==> src/rtl/kvpt_pkg.sv <==
// kvpt_pkg: shared types, character codes and helpers for the key/value tokenizer
// no dependencies; used by the interfaces, kvpt_classify and the top level
`timescale 1ns / 1ps

package kvpt_pkg;

  localparam int CHAR_W         = 8;
  localparam int ROLE_W         = 3;
  localparam int NEST_W         = 8;
  localparam int DEPTH_BITS_DEF = 8;

  localparam logic [NEST_W-1:0] NEST_MAX = {NEST_W{1'b1}};

  localparam logic [CHAR_W-1:0] CH_NUL    = 8'h00;
  localparam logic [CHAR_W-1:0] CH_TAB    = 8'h09;
  localparam logic [CHAR_W-1:0] CH_LF     = 8'h0A;
  localparam logic [CHAR_W-1:0] CH_CR     = 8'h0D;
  localparam logic [CHAR_W-1:0] CH_SPACE  = 8'h20;
  localparam logic [CHAR_W-1:0] CH_LPAREN = 8'h28;
  localparam logic [CHAR_W-1:0] CH_RPAREN = 8'h29;
  localparam logic [CHAR_W-1:0] CH_COMMA  = 8'h2C;
  localparam logic [CHAR_W-1:0] CH_COLON  = 8'h3A;
  localparam logic [CHAR_W-1:0] CH_EQUAL  = 8'h3D;

  typedef enum logic [ROLE_W-1:0] {
    ROLE_SEP    = 3'd0,
    ROLE_KEY    = 3'd1,
    ROLE_KDELIM = 3'd2,
    ROLE_VALUE  = 3'd3,
    ROLE_PEND   = 3'd4,
    ROLE_TERM   = 3'd5
  } role_e;

  typedef enum logic [2:0] {
    PH_SKIP  = 3'b001,
    PH_KEY   = 3'b010,
    PH_VALUE = 3'b100
  } phase_e;

  typedef struct packed {
    logic [CHAR_W-1:0] char_out;
    role_e             role;
    logic              pair_end;
    logic              value_mode;
    logic [NEST_W-1:0] nest_depth;
  } result_t;

  function automatic logic is_sep(input logic [CHAR_W-1:0] c);
    is_sep = (c == CH_COMMA) || (c == CH_SPACE) || (c == CH_TAB) ||
             (c == CH_CR) || (c == CH_LF);
  endfunction

endpackage

==> src/rtl/kvpt_in_if.sv <==
// kvpt_in_if: input byte channel, valid/ready with one byte of payload
// depends on kvpt_pkg
`timescale 1ns / 1ps

interface kvpt_in_if
  import kvpt_pkg::*;
();
  logic              valid;
  logic              ready;
  logic [CHAR_W-1:0] char_in;

  modport source (output valid, output char_in, input ready);
  modport sink   (input valid, input char_in, output ready);
endinterface

==> src/rtl/kvpt_out_if.sv <==
// kvpt_out_if: classified byte channel, valid/ready with the tagged word
// depends on kvpt_pkg
`timescale 1ns / 1ps

interface kvpt_out_if
  import kvpt_pkg::*;
();
  logic              valid;
  logic              ready;
  logic [CHAR_W-1:0] char_out;
  logic [ROLE_W-1:0] role;
  logic              pair_end;
  logic              value_mode;
  logic [NEST_W-1:0] nest_depth;

  modport source (output valid, output char_out, output role, output pair_end,
                  output value_mode, output nest_depth, input ready);
  modport sink   (input valid, input char_out, input role, input pair_end,
                  input value_mode, input nest_depth, output ready);
endinterface

==> src/rtl/kvpt_classify.sv <==
// kvpt_classify: tokenizer state (phase, value mode, nesting depth) and the
// per-byte classification logic; depends on kvpt_pkg
`timescale 1ns / 1ps

module kvpt_classify
  import kvpt_pkg::*;
#(
  parameter int DEPTH_BITS = DEPTH_BITS_DEF
) (
  input  logic              clk_i,
  input  logic              rst_ni,
  input  logic              accept_i,
  input  logic [CHAR_W-1:0] char_i,
  output result_t           result_o
);

  localparam logic [DEPTH_BITS-1:0] LevelMax = {DEPTH_BITS{1'b1}};
  localparam int ExtW = (DEPTH_BITS > NEST_W) ? DEPTH_BITS : NEST_W;

  phase_e                phase_q, phase_d;
  logic                  close_q, close_d;
  logic [DEPTH_BITS-1:0] level_q, level_d;
  logic                  has_val_q, has_val_d;

  role_e           role;
  logic            pend;
  logic            sep;
  logic            vstart;
  logic            ends;
  logic [ExtW-1:0] level_ext;

  assign sep    = is_sep(char_i);
  assign vstart = (char_i == CH_COLON) || (char_i == CH_EQUAL) ||
                  (char_i == CH_LPAREN);

  always_comb begin
    phase_d   = phase_q;
    close_d   = close_q;
    level_d   = level_q;
    has_val_d = has_val_q;
    role      = ROLE_SEP;
    pend      = 1'b0;
    ends      = close_q ? (char_i == CH_RPAREN) : sep;

    case (phase_q)
      PH_KEY: begin
        if (char_i == CH_NUL) begin
          role = ROLE_TERM;
          pend = 1'b1;
        end else if (vstart) begin
          role      = ROLE_KDELIM;
          phase_d   = PH_VALUE;
          close_d   = (char_i == CH_LPAREN);
          has_val_d = 1'b1;
          level_d   = '0;
        end else if (sep) begin
          role = ROLE_PEND;
          pend = 1'b1;
        end else begin
          role = ROLE_KEY;
        end
      end
      PH_VALUE: begin
        if (char_i == CH_NUL) begin
          role = ROLE_TERM;
          pend = 1'b1;
        end else if (level_q == '0) begin
          if (ends) begin
            role = ROLE_PEND;
            pend = 1'b1;
          end else begin
            role = ROLE_VALUE;
            if (char_i == CH_LPAREN) level_d = DEPTH_BITS'(1);
          end
        end else begin
          role = ROLE_VALUE;
          if (char_i == CH_LPAREN) begin
            if (level_q != LevelMax) level_d = level_q + DEPTH_BITS'(1);
          end else if (char_i == CH_RPAREN) begin
            level_d = level_q - DEPTH_BITS'(1);
          end
        end
      end
      default: begin
        // skipping separators; unused codes land here as well
        phase_d = PH_SKIP;
        if (char_i == CH_NUL) begin
          role = ROLE_TERM;
        end else if (sep) begin
          role = ROLE_SEP;
        end else if (vstart) begin
          // empty key, value follows
          role      = ROLE_KDELIM;
          phase_d   = PH_VALUE;
          close_d   = (char_i == CH_LPAREN);
          has_val_d = 1'b1;
          level_d   = '0;
        end else begin
          role      = ROLE_KEY;
          phase_d   = PH_KEY;
          has_val_d = 1'b0;
        end
      end
    endcase

    result_o.value_mode = has_val_d;

    if (pend || (char_i == CH_NUL)) begin
      phase_d   = PH_SKIP;
      close_d   = 1'b0;
      level_d   = '0;
      has_val_d = 1'b0;
    end

    level_ext           = ExtW'(level_d);
    result_o.char_out   = char_i;
    result_o.role       = role;
    result_o.pair_end   = pend;
    result_o.nest_depth = (level_ext > ExtW'(NEST_MAX)) ? NEST_MAX : level_ext[NEST_W-1:0];
  end

  always_ff @(posedge clk_i or negedge rst_ni) begin
    if (!rst_ni) begin
      phase_q   <= PH_SKIP;
      close_q   <= 1'b0;
      level_q   <= '0;
      has_val_q <= 1'b0;
    end else if (accept_i) begin
      phase_q   <= phase_d;
      close_q   <= close_d;
      level_q   <= level_d;
      has_val_q <= has_val_d;
    end
  end

  a_pend_clears: assert property (@(posedge clk_i) disable iff (!rst_ni)
    accept_i && result_o.pair_end |=> phase_q == PH_SKIP && level_q == '0 && !has_val_q)
    else $error("pair end did not clear the tokenizer state");

  a_term_clears: assert property (@(posedge clk_i) disable iff (!rst_ni)
    accept_i && char_i == CH_NUL |=> phase_q == PH_SKIP && !close_q)
    else $error("terminator did not return to the skip phase");

  a_level_in_value: assert property (@(posedge clk_i) disable iff (!rst_ni)
    level_q != '0 |-> phase_q == PH_VALUE)
    else $error("nesting depth held outside a value");

  a_key_no_value: assert property (@(posedge clk_i) disable iff (!rst_ni)
    phase_q == PH_KEY |-> !has_val_q && !close_q)
    else $error("value mode set while still in a key");

endmodule

==> src/rtl/key_value_pair_tokenizer_core.sv <==
// key_value_pair_tokenizer_core: top level, classification plus a two-word
// output buffer; depends on kvpt_pkg, kvpt_in_if, kvpt_out_if, kvpt_classify
`timescale 1ns / 1ps

// Tags each byte of a zero-terminated string with its role (separator, key
// byte, key delimiter, value byte, pair-ending delimiter, terminator) along
// with pair-end, value-mode and nesting-depth flags. One byte is accepted
// per cycle while input ready is high; its tagged word is registered into
// the output register, or into the buffer word while the output stalls. The
// rate rests on kvpt_classify updating its phase and depth registers with
// each accepted byte. The two-word buffer lets the input take one more byte
// after the output stalls; input ready drops only when both words are held.
module key_value_pair_tokenizer_core
  import kvpt_pkg::*;
#(
  parameter int DEPTH_BITS = DEPTH_BITS_DEF
) (
  input  logic       clk_i,
  input  logic       rst_ni,
  kvpt_in_if.sink    in_i,
  kvpt_out_if.source out_o
);

  result_t res;
  result_t out_data_q, skid_data_q;
  logic    out_valid_q, skid_valid_q;
  logic    accept;
  logic    pop;

  assign in_i.ready = !skid_valid_q;
  assign accept     = in_i.valid && !skid_valid_q;
  assign pop        = out_valid_q && out_o.ready;

  kvpt_classify #(
    .DEPTH_BITS(DEPTH_BITS)
  ) u_classify (
    .clk_i   (clk_i),
    .rst_ni  (rst_ni),
    .accept_i(accept),
    .char_i  (in_i.char_in),
    .result_o(res)
  );

  always_ff @(posedge clk_i or negedge rst_ni) begin
    if (!rst_ni) begin
      out_valid_q  <= 1'b0;
      skid_valid_q <= 1'b0;
    end else if (pop || !out_valid_q) begin
      if (skid_valid_q) begin
        out_valid_q  <= 1'b1;
        skid_valid_q <= 1'b0;
      end else begin
        out_valid_q <= accept;
      end
    end else if (accept) begin
      skid_valid_q <= 1'b1;
    end
  end

  always_ff @(posedge clk_i) begin
    if (pop || !out_valid_q) begin
      if (skid_valid_q) out_data_q <= skid_data_q;
      else if (accept)  out_data_q <= res;
    end else if (accept) begin
      skid_data_q <= res;
    end
  end

  assign out_o.valid      = out_valid_q;
  assign out_o.char_out   = out_data_q.char_out;
  assign out_o.role       = out_data_q.role;
  assign out_o.pair_end   = out_data_q.pair_end;
  assign out_o.value_mode = out_data_q.value_mode;
  assign out_o.nest_depth = out_data_q.nest_depth;

  a_skid_behind_out: assert property (@(posedge clk_i) disable iff (!rst_ni)
    skid_valid_q |-> out_valid_q)
    else $error("buffered word without a word in the output register");

  a_stall_fills_skid: assert property (@(posedge clk_i) disable iff (!rst_ni)
    out_valid_q && !out_o.ready && accept |=> skid_valid_q && out_valid_q)
    else $error("word accepted under stall was not buffered");

  a_skid_drains: assert property (@(posedge clk_i) disable iff (!rst_ni)
    skid_valid_q && out_o.ready |=> !skid_valid_q && out_valid_q)
    else $error("buffered word not moved forward after a pop");

endmodule

==> src/flat_wrapper.sv <==
// flat-port wrapper written by rule: the top's interface ports become plain ports
module key_value_pair_tokenizer_core_flat import kvpt_pkg::*;
#(
  parameter int DEPTH_BITS = DEPTH_BITS_DEF
)
  (clk_i, rst_ni, in_i_valid, in_i_char_in, in_i_ready, out_o_valid, out_o_char_out, out_o_role, out_o_pair_end, out_o_value_mode, out_o_nest_depth, out_o_ready);
  kvpt_in_if in_i_i ();
  kvpt_out_if out_o_i ();
  input  logic clk_i;
  input  logic rst_ni;
  input wire logic [$bits(in_i_i.valid)-1:0] in_i_valid;
  input wire logic [$bits(in_i_i.char_in)-1:0] in_i_char_in;
  output wire logic [$bits(in_i_i.ready)-1:0] in_i_ready;
  output wire logic [$bits(out_o_i.valid)-1:0] out_o_valid;
  output wire logic [$bits(out_o_i.char_out)-1:0] out_o_char_out;
  output wire logic [$bits(out_o_i.role)-1:0] out_o_role;
  output wire logic [$bits(out_o_i.pair_end)-1:0] out_o_pair_end;
  output wire logic [$bits(out_o_i.value_mode)-1:0] out_o_value_mode;
  output wire logic [$bits(out_o_i.nest_depth)-1:0] out_o_nest_depth;
  input wire logic [$bits(out_o_i.ready)-1:0] out_o_ready;
  assign in_i_i.valid = in_i_valid;
  assign in_i_i.char_in = in_i_char_in;
  assign in_i_ready = in_i_i.ready;
  assign out_o_valid = out_o_i.valid;
  assign out_o_char_out = out_o_i.char_out;
  assign out_o_role = out_o_i.role;
  assign out_o_pair_end = out_o_i.pair_end;
  assign out_o_value_mode = out_o_i.value_mode;
  assign out_o_nest_depth = out_o_i.nest_depth;
  assign out_o_i.ready = out_o_ready;
  key_value_pair_tokenizer_core #(.DEPTH_BITS(DEPTH_BITS)) u_core (.clk_i(clk_i), .rst_ni(rst_ni), .in_i(in_i_i), .out_o(out_o_i));
endmodule
==> config.mk <==
export PLATFORM = sky130hd
export DESIGN_NAME = key_value_pair_tokenizer_core_flat
export DESIGN_NICKNAME = d
export VERILOG_FILES = /design/src/rtl/kvpt_pkg.sv /design/src/rtl/kvpt_in_if.sv /design/src/rtl/kvpt_out_if.sv /design/src/rtl/kvpt_classify.sv /design/src/rtl/key_value_pair_tokenizer_core.sv /design/src/flat_wrapper.sv
export SDC_FILE = /design/constraint.sdc
export NUM_CORES = 1
export LEC_CHECK = 0
export CORE_UTILIZATION = 50
export CTS_CLUSTER_DIAMETER = 200
export DETAILED_ROUTE_END_ITERATION = 6
export DONT_BUFFER_PORTS = 1
export SKIP_LAST_GASP = 1
export SYNTH_ARGS = -nofsm -noshare
export SYNTH_HDL_FRONTEND = slang
export SYNTH_SLANG_ARGS = --single-unit
==> constraint.sdc <==
create_clock -name clk_i -period 3.35 [get_ports clk_i]
set_input_delay 0.5025 -clock clk_i [delete_from_list [all_inputs] [get_ports clk_i]]
set_output_delay 0.5025 -clock clk_i [all_outputs]
set_load 0.01 [all_outputs]
==> impl_metrics.env, run 1 <==
export IMPL_status="finished, final reports clean"
export IMPL_grt_usage_pct=23.7
export IMPL_power_switching_mw=0.512
export IMPL_worstSetupStartpointType="flop"
export IMPL_vias=2298
export IMPL_syn_area_per_cell_um2=10.9
export IMPL_grt_pass1_vias=2182
export IMPL_finalHoldViolations=0
export IMPL_ys_warnings_count=0
export IMPL_worstMarginPinSlew_ns=0.943
export IMPL_die_x_um=80.6
export IMPL_path_class="flop to flop"
export IMPL_p_per_area_nw_per_um2=547
export IMPL_hpwl_mm=4.97
export IMPL_wl_per_cell_um=19.1
export IMPL_ys_seq_area_share_pct=53.1
export IMPL_setup_viol=0
export IMPL_rows=28
export IMPL_synth_cell_types=68
export IMPL_area_growth_pct=10.7
export IMPL_timing_fmax_mhz=381
export IMPL_regArea_um2=1640
export IMPL_async_flop_share_pct=26.3
export IMPL_drt_first_pass_iters=4
export IMPL_power_internal_mw=1.36
export IMPL_dieHeight_um=80.6
export IMPL_cts_setup_buffers=0
export IMPL_htree_levels=3
export IMPL_clkLatencyLatePin_ns=0.35
export IMPL_crit_arrival_ns=2.84
export IMPL_final_setup_tns_ns=0
export IMPL_pre_cts_ws_ns=0.555
export IMPL_end_kind="flop"
export IMPL_required_ns=3.56
export IMPL_slew_viol_final=0
export IMPL_netlist_instances=282
export IMPL_drv_cap=0
export IMPL_antenna_found_initial=0
export IMPL_initial_utilization_pct=52.1
export IMPL_drive_above_1_share_pct=18.7
export IMPL_syn_area_um2=3090
export IMPL_postRouteAntennaNets=0
export IMPL_drtIter0Drc=171
export IMPL_postLayoutCellArea_um2=3420
export IMPL_n_antenna_cell=0
export IMPL_synth_edff_count=42
export IMPL_hold_path_class="input pin to flop"
export IMPL_die_area_um2=6490
export IMPL_ys_ff_latch=57
export IMPL_combPwrFrac_pct=15.4
export IMPL_fillerInstances=500
export IMPL_cts_max_path_buffers=2
export IMPL_drcViolationCount=0
export IMPL_crit_fanout=10
export IMPL_drt_wl_total_mm=7.05
export IMPL_cellLeakagePower_nw=1.27
export IMPL_gp_congestion=0.954
export IMPL_swShare_pct=27.4
export IMPL_cts_tree="built"
export IMPL_fin_worst_skew_ns=0.0128
export IMPL_nets=303
export IMPL_synth_flop_cell="edfxtp_1"
export IMPL_multi_input_area_um2=1340
export IMPL_post_route_min_period_ns=2.63
export IMPL_synth_fp_nets=296
export IMPL_final_core_util_pct=57.7
export IMPL_grt_first_pass_wirelength_mm=11.2
export IMPL_pin_count=35
export IMPL_io_buffers=0
export IMPL_placed_cell_area_um2=3200
export IMPL_fin_ws_ns=0.724
export IMPL_relSlewSlack_pct=36.9
export IMPL_clock_sinks=57
export IMPL_coreArea_um2=5920
export IMPL_clk_pin_slew_ns=0.07
export IMPL_ir_drop_uv=329
export IMPL_post_route_period_util_pct=78.4
export IMPL_cts_root_buf="clkbuf_8"
export IMPL_grt_overflow=0
export IMPL_viasPerCell=6.23
export IMPL_grt_max_degree=26
export IMPL_numCtsBuffers=9
export IMPL_seqPwrFrac_pct=47.5
export IMPL_rsz0062_at_grt="false"
export IMPL_clock_power_share_pct=37.1
export IMPL_p_total_mw=1.87
## power groups by stage
stage	Combinational [mW]	Sequential (mW)	Clock [mW]
after detailed placement	0.280	0.902	0
after floorplan	0.226	0.881	0
after global routing	0.320	0.896	0.733
after global placement	0.280	0.901	0
after CTS	0.287	0.888	0.703
final	0.288	0.889	0.694
## per-layer routing
metal | vias to the layer above | track usage (%) | share of wire, % | wire, um
met4 | 0 | 13.6 | 2.9 | 201
met1 | 1075 | 33.2 | 48 | 3370
met2 | 82 | 33.4 | 44 | 3130
met3 | 21 | 5.34 | 4.9 | 342
met5 | - | 0 | 0 | 0
li1 | 1120 | - | - | -
## worst max-delay path, stage by stage, from the launching register on
cell and delay [ns]:
dfrtp_1 0.49, or3_4 0.45, or4_1 0.65, o31a_1 0.29
o21ai_0 0.21, nand2b_1 0.22, mux2_2 0.17
## cell families (layout without fill, tap and decap cells)
logic type	Yosys count	in the layout	synth area share, %
AO/OA/AOI/OAI	76	76	17.3
flip-flops	57	57	53.1
XOR/XNOR	1	1	0.284
multiplexers	16	16	5.88
AND/OR/NAND/NOR	104	104	19.2
buffers and inverters	26	38	3.49
adder cells (fa/ha/maj)	2	2	0.811
## layout make-up
cell class / instances / share of cell area, %
Clock buffer: 10 / 3.73
Clock inverter: 6 / 2.42
Inverter: 9 / 0.989
Multi-Input combinational cell: 199 / 39.3
Sequential cell: 57 / 47.9
Tap cell: 75 / 2.75
Timing Repair Buffer: 13 / 2.93
## state kept, by name, summed over array words and instances (netlist names)
| name | flops |
|---|---|
| u_core.u_classify.has_val_q | 1 |
| u_core.skid_valid_q | 1 |
| u_core.skid_data_q | 21 |
| u_core.u_classify.close_q | 1 |
| u_core.out_o.valid | 1 |
| u_core.u_classify.level_q | 8 |
| u_core.out_o.nest_depth | 8 |
| u_core.out_o.value_mode | 1 |
| u_core.u_classify.phase_q | 3 |
| u_core.out_o.char_out | 8 |
| u_core.out_o.role | 3 |
| u_core.out_o.pair_end | 1 |
## what timing repair did
action                                  4_1_cts  5_1_grt
hold buffers                                  1        0
resized for setup                             0        0
hold endpoints to repair                     15        0
endpoints found under the setup margin        0        0
## cell usage in the layout, fill, tap and decap left out, types with 3 or more instances in the layout
cell,n
a21oi_1,10
a31oi_1,4
and3_1,6
buf_4,12
clkbuf_8,9
clkinv_2,3
dfrtp_1,14
edfxtp_1,42
inv_1,8
mux2_2,13
nand2_1,27
nand2b_1,4
nand3_1,6
nand4_1,3
nor2_1,16
nor3_1,7
nor3b_1,3
nor4_1,6
o2111ai_1,3
o21a_1,3
o21ai_0,19
o22ai_1,4
o31ai_1,7
or3_1,3
or4_1,4
## cell usage after synthesis (all sizes together), types with 2 or more instances
| cell type | instances | area (um2) |
|---|---|---|
| nor2 | 16 | 60.1 |
| o22a | 2 | 17.5 |
| o211ai | 2 | 15.0 |
| nor3 | 7 | 35.0 |
| or3 | 5 | 37.5 |
| nand2b | 4 | 25.0 |
| nor4 | 6 | 37.5 |
| or4b | 2 | 23.8 |
| dfrtp | 14 | 350 |
| o311a | 2 | 20.0 |
| and3 | 6 | 37.5 |
| nor4bb | 2 | 20.0 |
| edfxtp | 42 | 1260 |
| inv | 9 | 33.8 |
| o31ai | 7 | 52.6 |
| mux2 | 14 | 161 |
| nand4 | 3 | 18.8 |
| o2111ai | 3 | 26.3 |
| or4 | 4 | 30.0 |
| nor3b | 3 | 22.5 |
| ha | 2 | 25.0 |
| o21ai | 19 | 95.1 |
| nand3b | 2 | 15.0 |
| a21oi | 10 | 50.1 |
| nor2b | 2 | 12.5 |
| nand3 | 6 | 30.0 |
| o21a | 3 | 22.5 |
| o31a | 3 | 27.5 |
| clkbuf | 13 | 48.8 |
| and2 | 2 | 15.0 |
| o22ai | 4 | 25.0 |
| mux2i | 2 | 20.0 |
| o221a | 2 | 22.5 |
| or2 | 2 | 15.0 |
| nand2 | 27 | 101 |
| and4 | 2 | 17.5 |
| buf | 4 | 25.0 |
| a31oi | 4 | 25.0 |
## final timing paths
check | from | end | slack (ns) | depth (start not counted)
max reg2reg | u_core.u_classify.level_q[3] | u_core.out_o.role[2] | 0.72 | 6
min | in_i_char_in[1] | u_core.skid_data_q[14] | 0.26 | 0
min reg2reg | u_core.skid_data_q[0] | u_core.out_o.nest_depth[0] | 0.53 | 2
min in group asynchronous | rst_ni | u_core.u_classify.level_q[3] | 0.66 | 1
max in group asynchronous | rst_ni | u_core.u_classify.level_q[6] | 2.20 | 1
max | u_core.u_classify.level_q[3] | u_core.out_o.role[2] | 0.72 | 6
## per-stage QoR
stage | cells | hold WS [ns]
after floorplan | 282 | 0.207
after global placement | 352 | 0.207
after detailed placement | 352 | 0.207
after CTS | 369 | 0.243
after global routing | 369 | 0.242
final | 369 | 0.255
Note: power is estimated with default switching activity, not from simulation.
==> run 2: changes to the inputs <==
clock period = 2.5 ns   (was 3.35 ns; I/O delays follow)
==> run 2 against run 1 <==
Against the previous run:
- sequential share of layout area down 3.0 points
- first-iteration DRC count up 31%
- non-clock buffer count up 32
- fmax up 9.0%
- setup slack worse by 0.63 ns
- clock-buffer cell count down 1
- cell count up 8.4%
- register-to-register slack worse by 0.63 ns
- combinational power up 77%
- die area unchanged
- critical path depth up 4
- utilization up 3.9 points
==> impl_metrics.env, run 2 (same netlist as run 1, synthesis figures left out) <==
export IMPL_status="finished, final reports clean"
export IMPL_htree_levels=3
export IMPL_stdcell_count=400
export IMPL_gp_congestion=0.887
export IMPL_multi_input_area_um2=1360
export IMPL_crit_arrival_ns=2.62
export IMPL_slew_viol_final=0
export IMPL_fillerInstances=497
export IMPL_coreArea_um2=5920
export IMPL_final_core_util_pct=61.6
export IMPL_grt_first_pass_wirelength_mm=12.9
export IMPL_critPathLaunch="u_core.u_classify.level_q[1]"
export IMPL_cts_setup_buffers=0
export IMPL_regToRegStartpoint="u_core.u_classify.level_q[1]"
export IMPL_fin_ws_ns=0.0901
export IMPL_drv_cap=0
export IMPL_grt_overflow=0
export IMPL_r2r_cells=10
export IMPL_clk_pin_slew_ns=0.07
export IMPL_initial_utilization_pct=52.1
export IMPL_viasPerCell=6.17
export IMPL_wl_per_cell_um=20.2
export IMPL_rsz0062_at_grt="false"
export IMPL_pre_cts_ws_ns=-0.166
export IMPL_largest_reg_flops=21
export IMPL_drt_first_pass_iters=4
export IMPL_min_path_cells=0
export IMPL_setup_viol=0
export IMPL_required_ns=2.72
export IMPL_cellLeakagePower_nw=1.42
export IMPL_regMostFlops="u_core.skid_data_q"
export IMPL_vias=2469
export IMPL_cts_max_path_buffers=2
export IMPL_relSlewSlack_pct=47.9
export IMPL_mostFrequentLayoutCells="buf_4, edfxtp_1, nand2_1, o21ai_0, nor2_1"
export IMPL_grt_usage_pct=27.3
export IMPL_p_per_area_nw_per_um2=694
export IMPL_regArea_um2=1640
export IMPL_regToRegSetupSlack_ns=0.09
export IMPL_drt_wl_total_mm=8.08
export IMPL_worstMarginPinSlew_ns=0.778
export IMPL_numCtsBuffers=9
export IMPL_path_class="flop to flop"
export IMPL_layout_commonest_cell="buf_4"
export IMPL_post_route_min_period_ns=2.41
export IMPL_drtIter0Drc=224
export IMPL_hpwl_mm=5.81
export IMPL_cts_root_buf="clkbuf_8"
export IMPL_io_buffers=0
export IMPL_grt_pass1_vias=2474
export IMPL_antenna_found_initial=0
export IMPL_drive_above_1_share_pct=28.0
export IMPL_finalHoldViolations=0
export IMPL_p_total_mw=2.53
export IMPL_dpl_cell_count=384
export IMPL_dieHeight_um=80.6
export IMPL_post_route_period_util_pct=96.4
export IMPL_end_kind="flop"
export IMPL_pin_count=35
export IMPL_clock_sinks=57
export IMPL_clkLatencyLatePin_ns=0.34
export IMPL_nets=335
export IMPL_area_growth_pct=18.2
export IMPL_grt_max_degree=21
export IMPL_postRouteAntennaNets=0
export IMPL_final_setup_tns_ns=0
export IMPL_die_x_um=80.6
export IMPL_cts_tree="built"
export IMPL_n_antenna_cell=0
export IMPL_hp_start="in_i_char_in[0]"
export IMPL_timing_fmax_mhz=415
export IMPL_ir_drop_uv=449
export IMPL_die_area_um2=6490
export IMPL_worstSetupStartpointType="flop"
export IMPL_rows=28
export IMPL_hold_path_class="input pin to flop"
export IMPL_drcViolationCount=0
export IMPL_crit_fanout=6
export IMPL_fin_worst_skew_ns=0.00520
## run 2: cell types whose count changed in the layout (fill, tap and decap cells not counted), sizes merged
| cell | change |
|---|---|
| buf | +32 |
| bufinv | -1 |
| clkbuf | -1 |
| clkinvlp | +1 |
## run 2: final cells by class
class	instances	share of cell area, %
clock buffers	9	3.39
clock inverters	6	1.65
inverters	9	0.926
multi-input cells	199	37.2
flip-flops and latches	57	44.9
well taps	75	2.57
repair buffers	45	9.32
## run 2: final timing paths
check	to
worst min register to register	u_core.out_o.nest_depth[1]
max in group asynchronous	u_core.u_classify.level_q[0]
min in group asynchronous	u_core.u_classify.phase_q[2]
worst max-delay path	u_core.out_o.nest_depth[7]
worst max register to register	u_core.out_o.nest_depth[7]
worst min-delay path	u_core.skid_data_q[13]
## run 2: per-stage QoR
| stage | area, um2 | hold slack [ns] |
|---|---|---|
| 2_1_floorplan | 3100 | 0.0794 |
| 3_3_place_gp | 3440 | 0.0799 |
| 3_5_place_dp | 3440 | 0.0799 |
| 4_1_cts | 3630 | 0.120 |
| 5_1_grt | 3650 | 0.118 |
| 6_report | 3650 | 0.131 |
## run 2: report_power, final
part / internal (mW) / switching (mW)
sequential: 1.12 / 0.0797
combinational: 0.238 / 0.273
clock: 0.448 / 0.379
total: 1.80 / 0.732
## run 2: worst max-delay path: stages, from the launching register on
cell and delay, ns:
dfrtp_1 0.44, inv_1 0.09, ha_1 0.24, nand2b_4 0.12
buf_4 0.11, nor2_1 0.03, or4_1 0.50, o311a_1 0.19
o21ai_0 0.27, buf_4 0.17, mux2_2 0.13
## run 2: layer usage
layer	part of all wire [%]	vias to the layer above	GRT usage, %
met5	0	-	0
met4	1.1	0	8.04
met3	6.5	11	6.14
met2	46	85	41.6
met1	46	1195	38.6
li1	-	1178	-
## run 2: timing repair
action | in CTS | in global routing
resized for setup | 0 | 6
endpoints found under the hold margin | 15 | 0
setup endpoints to repair | 0 | 18
hold buffers | 1 | 0
